## config.mk

```make
export PLATFORM = sky130hd
export DESIGN_NAME = sdr_back
export DESIGN_NICKNAME = d
export VERILOG_FILES = /design/src/rtl/sdr_pkg.sv /design/src/rtl/sdr_back.sv
export SDC_FILE = /design/constraint.sdc
export NUM_CORES = 1
export LEC_CHECK = 0
export BUFFER_PORTS_ARGS = -buffer_cell sky130_fd_sc_hd__buf_2
export CORE_MARGIN = 4
export CORE_UTILIZATION = 58
export CTS_CLUSTER_DIAMETER = 50
export DETAILED_ROUTE_END_ITERATION = 10
export GPL_ROUTABILITY_DRIVEN = 0
export PLACE_DENSITY = 0.83
export SLEW_MARGIN = 10
export SYNTH_ARGS = -nofsm -noshare
export SYNTH_HDL_FRONTEND = slang
export SYNTH_SLANG_ARGS = --single-unit
```

## constraint.sdc

```tcl
create_clock -name clk -period 11.87 [get_ports clk]
set_input_delay 3.561 -clock clk [delete_from_list [all_inputs] [get_ports clk]]
set_output_delay 3.561 -clock clk [all_outputs]
set_load 0.05 [all_outputs]
```

## src/rtl/sdr_pkg.sv

```systemverilog
`default_nettype none
// ----------------------------------------------------------------------------
// sdr_pkg: shared types and constants of the dirty rectangle tracker
// Texture geometry, shadow address widths, the configuration bundle and the
// word that the front end hands to the back end through the queue.
// ----------------------------------------------------------------------------
package sdr_pkg;

  // Texture geometry and pixel size
  localparam int MAX_TEX_WIDTH  = 256;
  localparam int MAX_TEX_HEIGHT = 256;
  localparam int PIXEL_BITS     = 32;

  // Shadow store addressing: row in the high bits, column in the low bits
  localparam int COL_ADDR_W = $clog2(MAX_TEX_WIDTH);
  localparam int ROW_ADDR_W = $clog2(MAX_TEX_HEIGHT);
  localparam int ADDR_W     = COL_ADDR_W + ROW_ADDR_W;

  // Reset value of the row gap register
  localparam logic [7:0] GAP_RESET = 8'd16;

  // Queue between front and back end
  localparam int Q_DEPTH = 4;
  localparam int Q_PTR_W = $clog2(Q_DEPTH);
  localparam int Q_CNT_W = $clog2(Q_DEPTH + 1);

  // Configuration registers as seen by the datapath
  typedef struct packed {
    logic [8:0] texture_width;
    logic [8:0] texture_height;
    logic [7:0] area_x;
    logic [7:0] area_y;
    logic [8:0] area_width;
    logic [8:0] area_height;
    logic [7:0] max_row_gap;
  } sdr_cfg_t;

  // One classified pixel, passed from front end to back end
  typedef struct packed {
    logic [8:0] col;      // column inside the area
    logic [8:0] row;      // row inside the area
    logic       changed;  // pixel differed from the shadow copy
    logic       row_end;  // last pixel of an area row
    logic       last;     // last pixel of the area
    logic       row_ok;   // row lies inside the clip and the clip has width
  } sdr_item_t;

endpackage
`default_nettype wire

```

## src/rtl/sdr_back.sv

```systemverilog
`default_nettype none
// ----------------------------------------------------------------------------
// sdr_back: row span tracking, run merging and result register
// Keeps the changed span of the current row, merges changed rows into a run,
// decides when the run is emitted and holds the result word for the sink.
// ----------------------------------------------------------------------------
module sdr_back (
  input  wire                  clk,
  input  wire                  rst_n,
  input  sdr_pkg::sdr_cfg_t    cfg,
  input  wire                  q_valid,
  input  sdr_pkg::sdr_item_t   q_item,
  output logic                 pop,
  output logic                 out_valid,
  input  wire                  out_ready,
  output logic [7:0]           rect_x,
  output logic [7:0]           rect_y,
  output logic [8:0]           rect_width,
  output logic [8:0]           rect_height,
  output logic                 rect_valid,
  output logic                 upload_done
);
  import sdr_pkg::*;

  // Row and run state
  logic       row_changed_r, row_changed_nxt;
  logic [7:0] row_left_r, row_left_nxt;
  logic [8:0] row_right_r, row_right_nxt;
  logic       run_open_r, run_open_nxt;
  logic [7:0] run_top_r, run_top_nxt;
  logic [8:0] run_bottom_r, run_bottom_nxt;
  logic [7:0] run_left_r, run_left_nxt;
  logic [8:0] run_right_r, run_right_nxt;

  // Result register
  logic       out_valid_r;
  logic [7:0] rect_x_r, rect_x_nxt;
  logic [7:0] rect_y_r, rect_y_nxt;
  logic [8:0] rect_width_r, rect_width_nxt;
  logic [8:0] rect_height_r, rect_height_nxt;
  logic       rect_valid_r;
  logic       upload_done_r;

  logic        go, emit, result;
  logic [10:0] gap_diff;
  logic        gap_hit;

  assign go  = q_valid && (!out_valid_r || out_ready);
  assign pop = go;

  assign out_valid   = out_valid_r;
  assign rect_x      = rect_x_r;
  assign rect_y      = rect_y_r;
  assign rect_width  = rect_width_r;
  assign rect_height = rect_height_r;
  assign rect_valid  = rect_valid_r;
  assign upload_done = upload_done_r;

  // Gap since the run's bottom; a negative distance counts as a hit
  assign gap_diff = {2'b00, q_item.row} + 11'd1 - {2'b00, run_bottom_r};
  assign gap_hit  = gap_diff[10] || (gap_diff[9:0] >= {2'b00, cfg.max_row_gap});

  // Next row span, run bounds and emit decision for the word at the head
  always_comb begin
    row_changed_nxt = row_changed_r;
    row_left_nxt    = row_left_r;
    row_right_nxt   = row_right_r;
    run_open_nxt    = run_open_r;
    run_top_nxt     = run_top_r;
    run_bottom_nxt  = run_bottom_r;
    run_left_nxt    = run_left_r;
    run_right_nxt   = run_right_r;
    emit            = 1'b0;

    // Widen the row span with a changed pixel
    if (q_item.changed) begin
      if (!row_changed_r) begin
        row_left_nxt = q_item.col[7:0];
      end
      row_right_nxt   = q_item.col + 9'd1;
      row_changed_nxt = 1'b1;
    end

    // Close the row: merge it into the run, or end the run once the gap is reached
    if (q_item.row_end) begin
      if (q_item.row_ok) begin
        if (row_changed_nxt) begin
          if (!run_open_r) begin
            run_open_nxt  = 1'b1;
            run_top_nxt   = q_item.row[7:0];
            run_left_nxt  = row_left_nxt;
            run_right_nxt = row_right_nxt;
          end else begin
            if (row_left_nxt < run_left_r) begin
              run_left_nxt = row_left_nxt;
            end
            if (row_right_nxt > run_right_r) begin
              run_right_nxt = row_right_nxt;
            end
          end
          run_bottom_nxt = q_item.row + 9'd1;
        end else if (run_open_r && gap_hit) begin
          emit = 1'b1;
        end
      end
      row_changed_nxt = 1'b0;
      row_left_nxt    = 8'd0;
      row_right_nxt   = 9'd0;
    end

    if (q_item.last && run_open_nxt) begin
      emit = 1'b1;
    end
    result = emit || q_item.last;

    // Result fields come from the run before it is closed
    if (emit) begin
      rect_x_nxt      = cfg.area_x + run_left_nxt;
      rect_y_nxt      = cfg.area_y + run_top_nxt;
      rect_width_nxt  = run_right_nxt - {1'b0, run_left_nxt};
      rect_height_nxt = run_bottom_nxt - {1'b0, run_top_nxt};
      run_open_nxt    = 1'b0;
    end else begin
      rect_x_nxt      = 8'd0;
      rect_y_nxt      = 8'd0;
      rect_width_nxt  = 9'd0;
      rect_height_nxt = 9'd0;
    end
  end

  // Control state
  always_ff @(posedge clk) begin
    if (!rst_n) begin
      row_changed_r <= 1'b0;
      row_left_r    <= 8'd0;
      row_right_r   <= 9'd0;
      run_open_r    <= 1'b0;
      run_top_r     <= 8'd0;
      run_bottom_r  <= 9'd0;
      run_left_r    <= 8'd0;
      run_right_r   <= 9'd0;
      out_valid_r   <= 1'b0;
    end else begin
      if (go) begin
        row_changed_r <= row_changed_nxt;
        row_left_r    <= row_left_nxt;
        row_right_r   <= row_right_nxt;
        run_open_r    <= run_open_nxt;
        run_top_r     <= run_top_nxt;
        run_bottom_r  <= run_bottom_nxt;
        run_left_r    <= run_left_nxt;
        run_right_r   <= run_right_nxt;
      end
      if (!out_valid_r || out_ready) begin
        out_valid_r <= go && result;
      end
    end
  end

  // Result payload
  always_ff @(posedge clk) begin
    if (go && result) begin
      rect_x_r      <= rect_x_nxt;
      rect_y_r      <= rect_y_nxt;
      rect_width_r  <= rect_width_nxt;
      rect_height_r <= rect_height_nxt;
      rect_valid_r  <= emit;
      upload_done_r <= q_item.last;
    end
  end

endmodule
`default_nettype wire

```

==> flow_summary.toml <==
[synth]
syn-cell-area_mm2 = 0.00625
yosysWarnings = 0
synthFlopType = "dfxtp_1"
ys_top_cells_by_area = "dfxtp_1 (17%), edfxtp_1 (17%), ha_1 (15%)"
ys_seq_elements = 90
syn-num-nets = 864
async_flop_share = 0
ys_seq_area_frac = 0.346
netlist-cell-type-count = 56
synth_top_area_frac = 0.173
syn_inst = 699
synth_edf_count = 36
synth.avg_cell_area_um2 = 8.94
synth_top_area_cell = "dfxtp_1"

[global_routing]
grt-ovfl-total = 0
grt_max_degree = 54
grt_pass1_vias = 5148
track_usage = 0.233
grt_first_pass_wirelength_um = 24000
antenna_found_initial = 0

[layout]
final_cells = 918
final_nets = 942
antenna_cells = 0
drive_gt1_frac = 0.168
area_growth_pct = 11.6
fin_area_mm2 = 0.00698

[clocking]
cts_buffer_depth = 2
htreeDepth = 3
clk_latency_ns = 0.37
cts_resized = 0
clk_pin_slew_ns = 0.09
cts_setup_buffers = 0
tritoncts = "done"
cts_buffers = 9
clock_sinks = 90
root_buffer = "clkbuf_8"
cts-hold-fix-buffers = 0

[place]
placed_cell_area_mm2 = 0.00679
placed_cells_incl_taps = 902
hpwl_um = 11100
port_buffers = 87

[routing]
vias = 5283
wire_per_inst_um = 15.9
avgViaCountPerCell = 5.75
dr.pass1.iters = 7
ant_nets = 0
routed_wl_um = 14600
drc = 0
drt_iter0_drc = 398

[critical_path]
reg2regPathDepth = 17
worstPathMaxFanout = 21
reg2reg_to = "rect_width[8]$_SDFFCE_PN0P_"
cp-start-kind = "input port"
crit_arrival_ns = 8.66
crit_path_end_kind = "flop"
worst_ep_required_time_ns = 11.98
endpoint = "rect_width[8]$_SDFFCE_PN0P_"
r2r_start = "row_changed_r$_SDFFE_PN0P_"
path_class = "in -> reg"
crit_start = "q_item[3]"
r2r_slack_ns = 6.55

[timing]
fin_setup_tns_ns = 0
finalHoldViolations = 0
slew_headroom = 0.223
timing.fmax_mhz = 117
worstMarginPinSlew_ns = 1.17
rsz0062_at_grt = "false"
setup_viol = 0
period_share = 0.720
period_needed_ns = 8.54
report.final.slew_viol_count = 0
fin_skew_ns = 0.0110

[power_and_ir_drop]
pwr-share-clk = 0.269
switching_share = 0.341
p_switching_uw = 273
p_leak_nw = 3.04
ir_drop_mv = 0.0673
pwr-share-seq = 0.426
p_per_area_mw_per_mm2 = 115
internal_power_uw = 527
p_comb_frac = 0.305

[die]
start_util = 0.600
die_area_mm2 = 0.0125
die_h_um = 112
dieWidth_um = 112
row_count = 37
fp.coreArea_mm2 = 0.0104
pin_count = 124

[run]
drv_cap = 0

[outcome]
status = "complete, no violations"

[worst_hold_path]
hp-start = "row_right_r[1]$_SDFFE_PN0P_"
hold_class = "reg -> reg"
synth_stat cells, drive strengths merged, types with 3 or more instances:
cell and instances:
xnor2 16, and3 4, a22oi 14, nor3b 4, a21oi 39, o21ai 31
buf 7, xor2 18, nand2b 6, ha 73, a21o 13, o31ai 7
nor2 113, fa 6, nand4 3, mux2 9, dfxtp 54, o21a 16
nor2b 11, a21boi 4, edfxtp 36, nand2 34, a211oi 22, mux2i 28
inv 67, or2 4, nor3 12, nand3 12, clkbuf 16
power groups by stage:
stage	sequential, mW	clock, mW	combinational, mW
6_report	0.341	0.215	0.244
5_1_grt	0.342	0.229	0.270
3_5_place_dp	0.348	0	0.240
2_1_floorplan	0.369	0	0.160
3_3_place_gp	0.347	0	0.226
4_1_cts	0.341	0.213	0.242
layer usage:
metal	up-vias	track usage	wire, µm
met5	-	0	0
met4	0	0.0624	243
met3	26	0.0495	924
met2	188	0.390	7040
met1	2464	0.305	6400
li1	2605	-	-
kinds of logic after synthesis:
| group | share of synthesized area |
|---|---|
| buf+inv | 0.0564 |
| xor+xnor | 0.0512 |
| compound gates | 0.168 |
| flops | 0.346 |
| mux | 0.0636 |
| fa+ha+maj | 0.165 |
| simple gates | 0.150 |
metrics by stage:
step	worst slack, ns	hold slack (ns)	util	power [mW]
floorplan	3.82	0.429	-	0.529
global placement	3.18	0.439	0.652	0.573
detailed placement	3.04	0.447	0.652	0.588
CTS	3.40	0.458	0.670	0.796
global route	2.97	0.488	0.670	0.841
finish	3.33	0.464	0.670	0.800
cell type report:
| cell class | count | area (µm²) |
|---|---|---|
| multi-input cells | 519 | 3740 |
| fillers | 844 | 3440 |
| flip-flops and latches | 90 | 2160 |
| repair buffers | 90 | 458 |
| inverters | 67 | 251 |
| well taps | 136 | 170 |
| clock buffers | 9 | 124 |
| clock inverters | 7 | 68.8 |
state kept, by name (all words and copies together) (netlist names), 9 cells and up:
name	count
row_right_r	9
run_right_r	9
rect_height	9
run_bottom_r	9
rect_width	9
layout by cell type, fill, tap and decap left out, types with 14 or more instances in the layout:
cell type,Yosys,layout
nor2_1,112,111
xnor2_1,16,16
edfxtp_1,36,36
a22oi_1,14,14
a21oi_1,36,36
mux2i_1,26,26
a211oi_1,22,22
buf_2,6,87
o21a_1,16,16
ha_1,73,73
nand2_1,34,34
inv_1,65,65
o21ai_0,22,22
dfxtp_1,54,54
xor2_1,18,18
worst min-delay path by stage:
| stage | end | slack [ns] | cells past startpoint |
|---|---|---|---|
| global route | row_right_r[1]$_SDFFE_PN0P_ | 0.49 | 2 |
| global placement | row_right_r[1]$_SDFFE_PN0P_ | 0.44 | 2 |
| finish | row_right_r[1]$_SDFFE_PN0P_ | 0.46 | 2 |
| floorplan | row_right_r[1]$_SDFFE_PN0P_ | 0.43 | 2 |
| CTS | row_right_r[1]$_SDFFE_PN0P_ | 0.46 | 2 |
| detailed placement | row_right_r[1]$_SDFFE_PN0P_ | 0.45 | 2 |
critical path, stage by stage:
cell and delay [ns]:
buf_2 0.31, nor2b_1 0.80, mux2_2 0.47, ha_1 0.30, and4_1 0.22, a21o_1 0.19, or3_1 0.35, o22ai_2 0.48
a21oi_1 0.23, ha_1 0.27, fa_1 0.39, nor2b_1 0.22, o21ai_0 0.14, a21boi_0 0.26, nor4_1 0.07, nor2_1 0.14
nand3_1 0.09, nor3b_1 0.14
(Power assumes the default switching activity.)
