==> config.mk <==
export PLATFORM = sky130hd
export DESIGN_NAME = sdr_queue
export DESIGN_NICKNAME = d
export VERILOG_FILES = /design/src/rtl/sdr_pkg.sv /design/src/rtl/sdr_queue.sv
export SDC_FILE = /design/constraint.sdc
export NUM_CORES = 1
export LEC_CHECK = 0
export BUFFER_PORTS_ARGS = -buffer_cell sky130_fd_sc_hd__buf_2
export CAP_MARGIN = 20
export CORE_MARGIN = 2
export CORE_UTILIZATION = 45
export CTS_BUF_LIST = sky130_fd_sc_hd__clkbuf_16
export CTS_CLUSTER_DIAMETER = 100
export CTS_CLUSTER_SIZE = 14
export DETAILED_ROUTE_END_ITERATION = 8
export PLACE_DENSITY_LB_ADDON = 0.25
export RECOVER_POWER = 100
export SYNTH_ARGS = -nofsm -noshare
export SYNTH_HDL_FRONTEND = slang
export SYNTH_SLANG_ARGS = --single-unit
==> constraint.sdc <==
create_clock -name clk -period 1.9 [get_ports clk]
set_clock_uncertainty 0.1 [all_clocks]
set_input_delay 0.285 -clock clk [delete_from_list [all_inputs] [get_ports clk]]
set_output_delay 0.285 -clock clk [all_outputs]
set_load 0.01 [all_outputs]
==> src/rtl/sdr_pkg.sv <==
`default_nettype none
// ----------------------------------------------------------------------------
// sdr_pkg: shared types and constants of the dirty rectangle tracker
// Texture geometry, shadow address widths, the configuration bundle and the
// word that the front end hands to the back end through the queue.
// ----------------------------------------------------------------------------
package sdr_pkg;

  // Texture geometry and pixel size
  localparam int MAX_TEX_WIDTH  = 256;
  localparam int MAX_TEX_HEIGHT = 256;
  localparam int PIXEL_BITS     = 32;

  // Shadow store addressing: row in the high bits, column in the low bits
  localparam int COL_ADDR_W = $clog2(MAX_TEX_WIDTH);
  localparam int ROW_ADDR_W = $clog2(MAX_TEX_HEIGHT);
  localparam int ADDR_W     = COL_ADDR_W + ROW_ADDR_W;

  // Reset value of the row gap register
  localparam logic [7:0] GAP_RESET = 8'd16;

  // Queue between front and back end
  localparam int Q_DEPTH = 4;
  localparam int Q_PTR_W = $clog2(Q_DEPTH);
  localparam int Q_CNT_W = $clog2(Q_DEPTH + 1);

  // Configuration registers as seen by the datapath
  typedef struct packed {
    logic [8:0] texture_width;
    logic [8:0] texture_height;
    logic [7:0] area_x;
    logic [7:0] area_y;
    logic [8:0] area_width;
    logic [8:0] area_height;
    logic [7:0] max_row_gap;
  } sdr_cfg_t;

  // One classified pixel, passed from front end to back end
  typedef struct packed {
    logic [8:0] col;      // column inside the area
    logic [8:0] row;      // row inside the area
    logic       changed;  // pixel differed from the shadow copy
    logic       row_end;  // last pixel of an area row
    logic       last;     // last pixel of the area
    logic       row_ok;   // row lies inside the clip and the clip has width
  } sdr_item_t;

endpackage
`default_nettype wire

==> src/rtl/sdr_queue.sv <==
`default_nettype none
// ----------------------------------------------------------------------------
// sdr_queue: short queue between front and back end
// A small register queue of classified words; it reports its free slots so
// that the front end only takes a pixel when its word is sure to fit.
// ----------------------------------------------------------------------------
module sdr_queue (
  input  wire                         clk,
  input  wire                         rst_n,
  input  wire                         push,
  input  sdr_pkg::sdr_item_t          push_item,
  input  wire                         pop,
  output logic                        q_valid,
  output sdr_pkg::sdr_item_t          q_item,
  output logic [sdr_pkg::Q_CNT_W-1:0] q_free
);
  import sdr_pkg::*;

  sdr_item_t          slot_r [Q_DEPTH];
  logic [Q_PTR_W-1:0] wr_ptr_r, rd_ptr_r;
  logic [Q_CNT_W-1:0] count_r;

  assign q_valid = (count_r != '0);
  assign q_item  = slot_r[rd_ptr_r];
  assign q_free  = Q_CNT_W'(Q_DEPTH) - count_r;

  // Pointers and fill level
  always_ff @(posedge clk) begin
    if (!rst_n) begin
      wr_ptr_r <= '0;
      rd_ptr_r <= '0;
      count_r  <= '0;
    end else begin
      if (push) begin
        wr_ptr_r <= wr_ptr_r + Q_PTR_W'(1);
      end
      if (pop) begin
        rd_ptr_r <= rd_ptr_r + Q_PTR_W'(1);
      end
      if (push && !pop) begin
        count_r <= count_r + Q_CNT_W'(1);
      end else if (pop && !push) begin
        count_r <= count_r - Q_CNT_W'(1);
      end
    end
  end

  // Storage
  always_ff @(posedge clk) begin
    if (push) begin
      slot_r[wr_ptr_r] <= push_item;
    end
  end

endmodule
`default_nettype wire

==> results of run 1 <==
==> cells by family after synthesis <==
kind of cell / count (synthesis) / share of synthesized area (%)
flops: 97 / 77.1
mux: 24 / 14.3
buf+inv: 14 / 2.02
simple gates: 13 / 2.15
fa+ha+maj: 8 / 2.94
xor+xnor: 5 / 1.20
compound gates: 2 / 0.342
==> path summary, 6_finish.rpt <==
kind,depth (start not counted),from,to,slack [ps]
worst max register to register,3,wr_ptr_r[0],slot_r[1][5],90
worst min register to register,2,count_r[2],count_r[2],410
worst min-delay path,1,push_item[16],slot_r[2][16],100
worst max-delay path,4,flop,q_item[11],-80
==> power by group through the flow <==
stage                     logic (mW)  registers [mW]  clock network (mW)
after floorplan                0.332            2.52                   0
after global placement         0.545            2.53                   0
after detailed placement       0.551            2.53                   0
after CTS                      0.615            2.49                1.78
after global routing           0.676            2.50                1.88
final                          0.619            2.49                1.74
==> per-layer routing <==
layer / wire, µm / vias to the layer above / track usage [%]
met1: 2480 / 844 / 17.9
met4: 42 / 0 / 5.80
li1: - / 785 / -
met3: 252 / 5 / 3.77
met5: 0 / - / 0
met2: 3040 / 43 / 23.7
==> sequential cells by signal, indices dropped and copies added (netlist names), named ones only <==
name,cells
slot_r,88
wr_ptr_r,2
rd_ptr_r,2
count_r,3
==> cells in the mapped netlist <==
library cell	count	area share, %
a21boi_0	1	0.21
and2_1	9	1.5
buf_2	2	0.27
buf_4	1	0.21
buf_6	2	0.61
dfxtp_1	9	4.9
edfxtp_1	88	72
fa_1	1	0.55
ha_1	7	2.4
inv_1	9	0.92
mux2i_1	2	0.55
mux4_1	2	1.4
mux4_2	20	12
nand2_1	1	0.10
nor2b_1	2	0.34
o21ai_0	1	0.14
or3_1	1	0.17
xnor2_1	2	0.48
xor2_1	3	0.72
==> worst max-delay path, cell delays in order (launching register included) <==
cell and delay, ps:
dfxtp_4 370, buf_12 120, buf_16 130, mux4_2 500, buf_6 140
==> repair_timing <==
item                       in CTS  in global routing
setup endpoints to repair      22                 22
cloned                          2                  0
gates resized for setup         7                 12
buffers inserted                1                  0
==> through the flow <==
stage / total power, mW / util [%] / hold WS [ps] / TNS (ps) / std cells
3_5_place_dp: 3.08 / 52.9 / 403 / 0 / 319
5_1_grt: 5.05 / 57.8 / 116 / -2890 / 337
6_report: 4.85 / 57.8 / 105 / -824 / 337
3_3_place_gp: 3.07 / 52.9 / 390 / 0 / 319
4_1_cts: 4.88 / 57.9 / 56.2 / -1240 / 337
2_1_floorplan: 2.85 / - / 284 / 0 / 163
==> final cells by class <==
type / instances / area [µm²] / area share, %
Multi-Input combinational cell: 52 / 762 / 16.9
Clock inverter: 6 / 67.6 / 1.50
Timing Repair Buffer: 62 / 469 / 10.4
Tap cell: 102 / 128 / 2.83
Inverter: 9 / 33.8 / 0.749
Sequential cell: 97 / 2830 / 62.6
Clock buffer: 9 / 225 / 4.99
==> implementation parameters, run 1 <==
Parameter                              Value

Final layout
  Antenna cell count ... 0
  Leading cell types in the layout, fill and taps excluded ... 88 x edfxtp_1, 26 x clkbuf_1, 21 x mux4_2
  Synth-to-layout area growth ... 23.2%
  Final Cell Area ... around 4500 µm²
  Nets@finish ... about 270
  Count of filler cells inserted in the layout ... roughly 600
  Commonest non-fill, non-tap cell in the layout ... edfxtp_1
  Proportion of layout cells with a drive suffix above 1 ... 31.1%

Global routing
  Pin count of the biggest net entering global routing ... 23
  Initial antenna violation count ... 0
  Overall overflow remaining after global route ... 0
  Total Routing Usage GR ... 14.3%
  Number of global-route vias before repair ... roughly 1700
  First-pass GRT wire length ... ~8900 µm

Die
  Vertical die dimension ... between 90 and 100 µm
  Overall die width ... approximately 94 µm
  Die footprint ... roughly 8900 µm²
  IO Count ... 52
  Initial cell density of the core ... a little under half
  Area of the placeable core ... about 8000 µm²
  Number of cell rows ... 32

Worst setup path
  Worst-path fanout max ... 6
  Critical setup path kind ... reg2out
  Startpoint types ... flop
  Required time reported for the critical path endpoint ... 1510 ps
  CP Data Arrival Time ... approximately 1600 ps
  Crit. End Element ... output pin

STA
  Share of the clock period used by the worst path ... 104%
  Setup repair after global routing missed its margin ... yes
  Post-layout min period ... 1980 ps
  Highest clock rate ... slightly above 0.5 GHz
  Fin worst setup slack ... -79.4 ps
  Headroom to the max-slew limit ... around two thirds
  Pin slew with the least headroom to its limit ... a little under 500 ps
  Slew Limit Fails ... 0
  Hold Vio Cnt, Final ... 0
  Number of failing setup endpoints in the final timing report ... 17

Drt
  Detailed Routing Iterations Pass 1 ... 4
  Initial DRC count ... 89
  Via count ... 1677
  DR vias/cell ... around 5.0
  Post-route antenna net violation count ... 0
  Overall routed net length ... roughly 5800 µm
  Routed wire length per instance ... between 15 and 20 µm
  # DRC ... 0

Power and ir drop
  Leakage power of the design ... roughly 1.5 nW
  Clock share of power ... a little over a third
  Logic gate share of total power ... roughly 13%
  Switching Power ... about 1.1 mW
  Reg power frac ... 51.3%
  Maximum ir drop on the vdd rail ... 0.482 mV
  Total power density per cell area ... 1070 nW/µm²
  Switching fraction of total power ... between 20 and 25%
  Design internal power ... ~3.8 mW

Clock network
  Master cell of the clock root buffer ... clkbuf_16
  Bufs on Longest Clock Path ... 2
  Clock Sinks ... 97
  Reg clk slew, reported paths ... around 60 ps
  H-Tree Depth ... 3
  Skew-Pair Late Insertion Delay ... 330 ps
  TritonCTS clock tree ... built
  CTS Hold Bufs ... 0
  TritonCTS buffer count ... 9

Synthesis
  Average instance area after synthesis ... ~22 µm²
  Post-synthesis cell area ... between 3000 and 4000 µm²
  Number of unique standard cell types used by synthesis ... 19
  Gate count after technology mapping ... approximately 160
  Yosys synthesis warning count ... 0
  Part of the Yosys area used for sequential elements ... 77.1%
  Synth Register Bits ... slightly below 100
  Post-synthesis net count ... between 150 and 200

Job
  Count of maximum capacitance violations ... 0

Placed design
  Number of I/O port buffers ... 51
  DP Worst Slack ... about 22 ps
  Final estimated routing congestion in global placement ... around 0.7
  Detailed placer's ending HPWL ... around 3600 µm
  Total placed instance area ... about 4100 µm²

Run status
  Outcome ... finished with violations
  Violations in the final reports ... setup timing

Worst hold path
  Worst hold path type ... in2reg
Note: power is estimated with default switching activity, not from simulation.
==> inputs of run 2 (changes only) <==
--- a/config.mk
+++ b/config.mk
@@ -13,8 +13,9 @@
 export CTS_CLUSTER_DIAMETER = 100
 export CTS_CLUSTER_SIZE = 14
 export DETAILED_ROUTE_END_ITERATION = 8
-export PLACE_DENSITY_LB_ADDON = 0.25
+export PLACE_DENSITY = 0.63
 export RECOVER_POWER = 100
+export SETUP_SLACK_MARGIN = 0.4
 export SYNTH_ARGS = -nofsm -noshare
 export SYNTH_HDL_FRONTEND = slang
 export SYNTH_SLANG_ARGS = --single-unit
==> constraint.sdc (replaced) <==
create_clock -name clk -period 2.15 [get_ports clk]
set_clock_uncertainty 0.1 [all_clocks]
set_input_delay 0.3225 -clock clk [delete_from_list [all_inputs] [get_ports clk]]
set_output_delay 0.3225 -clock clk [all_outputs]
set_load 0.01 [all_outputs]
==> implementation parameters, run 2 (synthesized netlist as in run 1, its figures left out) <==
Parameter                              Value

STA
  Slew Limit Fails ... 0 (unchanged)
  Share of the clock period used by the worst path ... 93.7%
  Headroom to the max-slew limit ... 56.2% (-12 points)
  Setup tns final ... 0 ps (+824 ps)
  Setup repair after global routing missed its margin ... yes
  Post-layout min period ... around 2000 ps
  Highest clock rate ... around 0.50 GHz
  Number of failing setup endpoints in the final timing report ... 0 (-17)
  Final hold slack ... 138 ps (+33.6 ps)
  Hold Vio Cnt, Final ... 0 (unchanged)
  Pin slew with the least headroom to its limit ... 656 ps (+174 ps)

Worst setup path
  Startpoint types ... flop
  Number of cells traversed by the worst register-to-register path ... 4 (+1)
  Worst-path fanout max ... 10 (+4)
  Critical setup path kind ... reg2out
  Flop-to-flop setup slack ... 430 ps (+340 ps)
  Crit. End Element ... output pin
  Beginning of the worst register-to-register path ... wr_ptr_r[0]
  Required time reported for the critical path endpoint ... 1730 ps (+220 ps)
  Destination of the worst register-to-register timing path ... slot_r[0][19]
  CP Data Arrival Time ... 1590 ps (about the same)

Final layout
  Register with the most flip-flops ... slot_r
  Proportion of layout cells with a drive suffix above 1 ... 27.0% (-4.1 points)
  Synth-to-layout area growth ... 20.1%
  Largest registers ranked by flip-flop count ... slot_r (88), count_r (3)
  Nets@finish ... 267 (+0.75%)
  Commonest non-fill, non-tap cell in the layout ... edfxtp_1
  Leading cell types in the layout, fill and taps excluded ... 88 x edfxtp_1, 42 x clkbuf_1, 22 x mux4_2
  Antenna cell count ... 0 (unchanged)
  Max reg flops ... 88 (unchanged)

Clock network
  Reg clk slew, reported paths ... 70 ps (about the same)
  H-Tree Depth ... 3 (unchanged)
  CTS Hold Bufs ... 0 (unchanged)
  TritonCTS buffer count ... 9 (unchanged)
  Bufs on Longest Clock Path ... 2 (unchanged)
  Clock Sinks ... 97 (unchanged)
  TritonCTS clock tree ... built
  Skew-Pair Late Insertion Delay ... 330 ps (about the same)
  Master cell of the clock root buffer ... clkbuf_16

Global routing
  Pin count of the biggest net entering global routing ... 23 (unchanged)
  First-pass GRT wire length ... 9100 µm (+1.7%)
  Number of global-route vias before repair ... 1783 (+4.0%)
  Total Routing Usage GR ... 14.3% (+0.018 points)
  Overall overflow remaining after global route ... 0 (unchanged)
  Initial antenna violation count ... 0 (unchanged)

Drt
  # DRC ... 0 (unchanged)
  Via count ... 1688 (+0.66%)
  Detailed Routing Iterations Pass 1 ... 4 (unchanged)
  Overall routed net length ... 5780 µm (-0.70%)
  Routed wire length per instance ... 17.0 µm (-1.3%)
  DR vias/cell ... 4.98 (about the same)
  Post-route antenna net violation count ... 0 (unchanged)
  Initial DRC count ... 53 (-40%)

Placed design
  Final estimated routing congestion in global placement ... 0.684 (-3.1%)
  Detailed placer's ending HPWL ... 3550 µm (-2.3%)
  Number of I/O port buffers ... 51 (unchanged)

Job
  Count of maximum capacitance violations ... 0 (unchanged)

Worst hold path
  Terminating pin of the worst hold path ... slot_r[2][8]
  Count of cells along the worst hold path ... 1 (unchanged)
  Worst hold path type ... in2reg
  Worst Min Path Start ... push_item[8]

Power and ir drop
  Maximum ir drop on the vdd rail ... 0.608 mV (+26%)
  Total power density per cell area ... 966 nW/µm² (-10%)
  Leakage power of the design ... 1.46 nW (-5.0%)
  Sum of internal, switching and leakage power ... 4.25 mW (-12%)

Die
  IO Count ... 52 (unchanged)
  Vertical die dimension ... 94.2 µm (unchanged)
  Area of the placeable core ... 7810 µm² (unchanged)
  Initial cell density of the core ... 46.9% (unchanged)
  Overall die width ... 94.2 µm (unchanged)
  Number of cell rows ... 32 (unchanged)
  Die footprint ... 8880 µm² (unchanged)

Run status
  Outcome ... finished, final reports clean
## run 2: cell types whose count changed in the layout (fill, tap and decap cells not counted), moves of 3 or more
cell / delta
buf_2: -5
and2_0: -3
clkbuf_2: +4
buf_6: -12
clkbuf_1: +16
and2_1: +3
## run 2: metrics by stage
stage	setup WS (ps)	util, %	area [µm²]	instances
after global placement	276	52.3	4080	318
after CTS	149	57.0	4450	339
final	134	56.3	4400	339
after floorplan	451	-	3660	163
after global routing	67.8	56.3	4400	339
after detailed placement	226	52.3	4080	318
## run 2: final cells by class
type                    count  area [µm²]
flip-flops and latches     97        2830
fillers                   638        3410
well taps                 102         128
clock inverters             6        67.6
repair buffers             64         337
inverters                   9        33.8
clock buffers               9         225
multi-input cells          52         783
## run 2: worst max path at each step
stage	end	slack, ps
after floorplan	count_r[2]	450
after global routing	q_item[10]	70
after global placement	count_r[2]	280
after detailed placement	count_r[2]	230
final	q_item[10]	130
after CTS	q_item[7]	150
## run 2: per-layer routing
metal / vias to the layer above / GRT usage (%) / share of wire (%) / wire [µm]
met2: 35 / 23.8 / 52 / 3030
met1: 856 / 18.0 / 43 / 2460
li1: 789 / - / - / -
met3: 8 / 3.13 / 3.8 / 221
met4: 0 / 6.52 / 1.2 / 69
met5: - / 0 / 0 / 0
## run 2: power by group
part	internal, mW	switching [mW]	total (mW)	leakage (nW)
clock network	0.898	0.650	1.55	0.138
logic	0.249	0.257	0.505	0.435
registers	2.16	0.0339	2.20	0.883
total	3.31	0.941	4.25	1.46
## run 2: critical path: stages (launching register included)
cell      delay (ps)
dfxtp_2          430
buf_12           180
mux4_2           500
clkbuf_1         160
## run 2: repair_timing
| item | in CTS | in global routing |
|---|---|---|
| pin swaps | 0 | 2 |
| setup buffers | 6 | 0 |
| cloned | 0 | 0 |
| resized for setup | 12 | 9 |
| setup endpoints to repair | 24 | 24 |
==> inputs of run 3 (changes only) <==
--- a/config.mk
+++ b/config.mk
@@ -13,7 +13,7 @@
 export CTS_CLUSTER_DIAMETER = 100
 export CTS_CLUSTER_SIZE = 14
 export DETAILED_ROUTE_END_ITERATION = 8
-export PLACE_DENSITY = 0.63
+export PLACE_DENSITY = 0.66
 export RECOVER_POWER = 100
 export SETUP_SLACK_MARGIN = 0.4
 export SYNTH_ARGS = -nofsm -noshare
==> implementation parameters, run 3 (synthesized netlist as in run 1, its figures left out) <==
Parameter                              Value

Drt
  Routed wire length per instance ... 17.3 µm (+1.4%)
  Initial DRC count ... 161 (+200%)
  Overall routed net length ... 5840 µm (+1.1%)
  Via count ... 1662 (-1.5%)
  # DRC ... 0 (unchanged)
  Post-route antenna net violation count ... 0 (unchanged)
  Detailed Routing Iterations Pass 1 ... 4 (unchanged)
  DR vias/cell ... 4.92 (-1.2%)

Worst setup path
  Number of cells traversed by the worst register-to-register path ... 4 (unchanged)
  Buffer and inverter count on the worst path ... 2 (unchanged)
  Crit. End Element ... output pin
  Destination of the worst register-to-register timing path ... slot_r[0][2]
  Beginning of the worst register-to-register path ... wr_ptr_r[0]
  Critical setup path kind ... reg2out
  Critical Path, Cell by Cell ... buf_12, mux4_2, clkbuf_1
  Required time reported for the critical path endpoint ... 1730 ps (about the same)
  Worst-path fanout max ... 8 (-2)
  Flop-to-flop setup slack ... 390 ps (-40 ps)
  Startpoint types ... flop
  Stage delay of the slowest cell on the critical path ... 520 ps (+20 ps)
  Master of the slowest instance on the critical path ... mux4_2
  CP top delay family ... multiplexers
  CP Data Arrival Time ... 1610 ps (+20 ps)

Final layout
  Synth-to-layout area growth ... 20.1% (about the same)
  Register with the most flip-flops ... slot_r
  Count of filler cells inserted in the layout ... 633 (-0.78%)
  Leading cell types in the layout, fill and taps excluded ... 88 x edfxtp_1, 43 x clkbuf_1, 22 x mux4_2
  Nets@finish ... 265 (-0.75%)
  Area used by multi-input combinational logic ... 773 µm² (-1.3%)
  Area taken by flip-flops and latches ... 2830 µm² (about the same)
  Antenna cell count ... 0 (unchanged)
  Proportion of layout cells with a drive suffix above 1 ... 26.3% (-0.73 points)
  Commonest non-fill, non-tap cell in the layout ... edfxtp_1
  Largest registers ranked by flip-flop count ... slot_r (88), count_r (3)
  Max reg flops ... 88 (unchanged)

Clock network
  H-Tree Depth ... 3 (unchanged)
  TritonCTS buffer count ... 9 (unchanged)
  Clock Sinks ... 97 (unchanged)
  Bufs on Longest Clock Path ... 2 (unchanged)
  Reg clk slew, reported paths ... 80 ps (about the same)
  Skew-Pair Late Insertion Delay ... 330 ps (about the same)
  TritonCTS clock tree ... built
  Master cell of the clock root buffer ... clkbuf_16

Power and ir drop
  Design internal power ... 3.21 mW (-2.9%)
  Maximum ir drop on the vdd rail ... 0.564 mV (-7.3%)
  Leakage power of the design ... 1.45 nW (-0.16%)
  Sum of internal, switching and leakage power ... 4.20 mW (-1.3%)
  Switching fraction of total power ... 23.4% (+1.3 points)
  Reg power frac ... 52.4% (+0.7 points)
  Logic gate share of total power ... 12.0% (about the same)
  Clock share of power ... 35.7% (-0.7 points)
  Switching Power ... 0.981 mW (+4.3%)
  Total power density per cell area ... 954 nW/µm² (-1.2%)

STA
  Share of the clock period used by the worst path ... 94.5% (+0.75 points)
  Setup repair after global routing missed its margin ... yes
  Post-layout min period ... 2030 ps (+16.2 ps)
  Headroom to the max-slew limit ... 54.9% (-1.4 points)
  Hold Vio Cnt, Final ... 0 (unchanged)
  Pin slew with the least headroom to its limit ... 677 ps (+20.7 ps)
  Number of failing setup endpoints in the final timing report ... 0 (unchanged)
  Setup tns final ... 0 ps (unchanged)
  Highest clock rate ... 0.492 GHz (-0.80%)
  Slew Limit Fails ... 0 (unchanged)
  Final hold slack ... 143 ps (+4.42 ps)

Die
  Number of cell rows ... 32 (unchanged)
  Vertical die dimension ... 94.2 µm (unchanged)
  Die footprint ... 8880 µm² (unchanged)
  Area of the placeable core ... 7810 µm² (unchanged)
  IO Count ... 52 (unchanged)
  Overall die width ... 94.2 µm (unchanged)
  Initial cell density of the core ... 46.9% (unchanged)

Placed design
  Number of I/O port buffers ... 51 (unchanged)
  Detailed placer's ending HPWL ... 3530 µm (-0.71%)
  Final estimated routing congestion in global placement ... 0.674 (-1.4%)

Global routing
  Overall overflow remaining after global route ... 0 (unchanged)
  Number of global-route vias before repair ... 1765 (-1.0%)
  First-pass GRT wire length ... 9290 µm (+2.0%)
  Initial antenna violation count ... 0 (unchanged)
  Total Routing Usage GR ... 14.3% (-0.015 points)
  Pin count of the biggest net entering global routing ... 23 (unchanged)

Worst hold path
  Count of cells along the worst hold path ... 1 (unchanged)
  Worst hold path type ... in2reg
  Terminating pin of the worst hold path ... slot_r[0][17]
  Worst Min Path Start ... push_item[17]

Run status
  Outcome ... finished, final reports clean

Job
  Count of maximum capacitance violations ... 0 (unchanged)
[run 3: layout make-up]
| type | instances | area share, % |
|---|---|---|
| Sequential cell | 97 | 64.3 |
| Multi-Input combinational cell | 52 | 17.6 |
| Timing Repair Buffer | 62 | 7.91 |
| Clock buffer | 9 | 5.12 |
| Tap cell | 102 | 2.90 |
| Clock inverter | 7 | 1.39 |
| Inverter | 9 | 0.768 |
[run 3: worst max-delay path by stage]
stage,start,to,cells past startpoint
finish,flop,q_item[18],3
global route,flop,q_item[4],3
CTS,flop,q_item[13],3
detailed placement,push,count_r[2],7
global placement,push,count_r[2],7
floorplan,pop,count_r[2],7
[run 3: worst reg2reg max path, delay by kind of cell (launching register included)]
family	cells	cell delay (ps)
flops	1	410
buf+inv	2	500
fa+ha+maj	1	200
simple gates	1	140
[run 3: routing by layer]
layer / part of all wire, % / track usage, %
met5: 0 / 0
met4: 1.5 / 5.43
met3: 3.6 / 3.05
met2: 50 / 23.2
met1: 45 / 19.0
[run 3: per-stage QoR]
| stage | setup WS, ps | cell area (µm²) | utilization (%) | cells |
|---|---|---|---|---|
| finish | 118 | 4400 | 56.3 | 338 |
| global route | 69.6 | 4400 | 56.3 | 338 |
| CTS | 150 | 4430 | 56.8 | 337 |
| detailed placement | 188 | 4070 | 52.1 | 318 |
| global placement | 282 | 4070 | 52.1 | 318 |
| floorplan | 451 | 3660 | - | 163 |
[run 3: power by group through the flow]
stage | combinational (mW) | sequential [mW] | clock [mW]
global placement | 0.470 | 2.23 | 0
detailed placement | 0.478 | 2.24 | 0
floorplan | 0.294 | 2.23 | 0
CTS | 0.523 | 2.19 | 1.52
global route | 0.554 | 2.21 | 1.62
finish | 0.502 | 2.20 | 1.50
[run 3: repair_timing]
item	CTS	global route
gates resized for setup	17	14
setup buffers	3	0
hold buffers	0	0
endpoints found under the hold margin	0	0
pin swaps	0	1
cloned	0	1
setup endpoints to repair	24	24
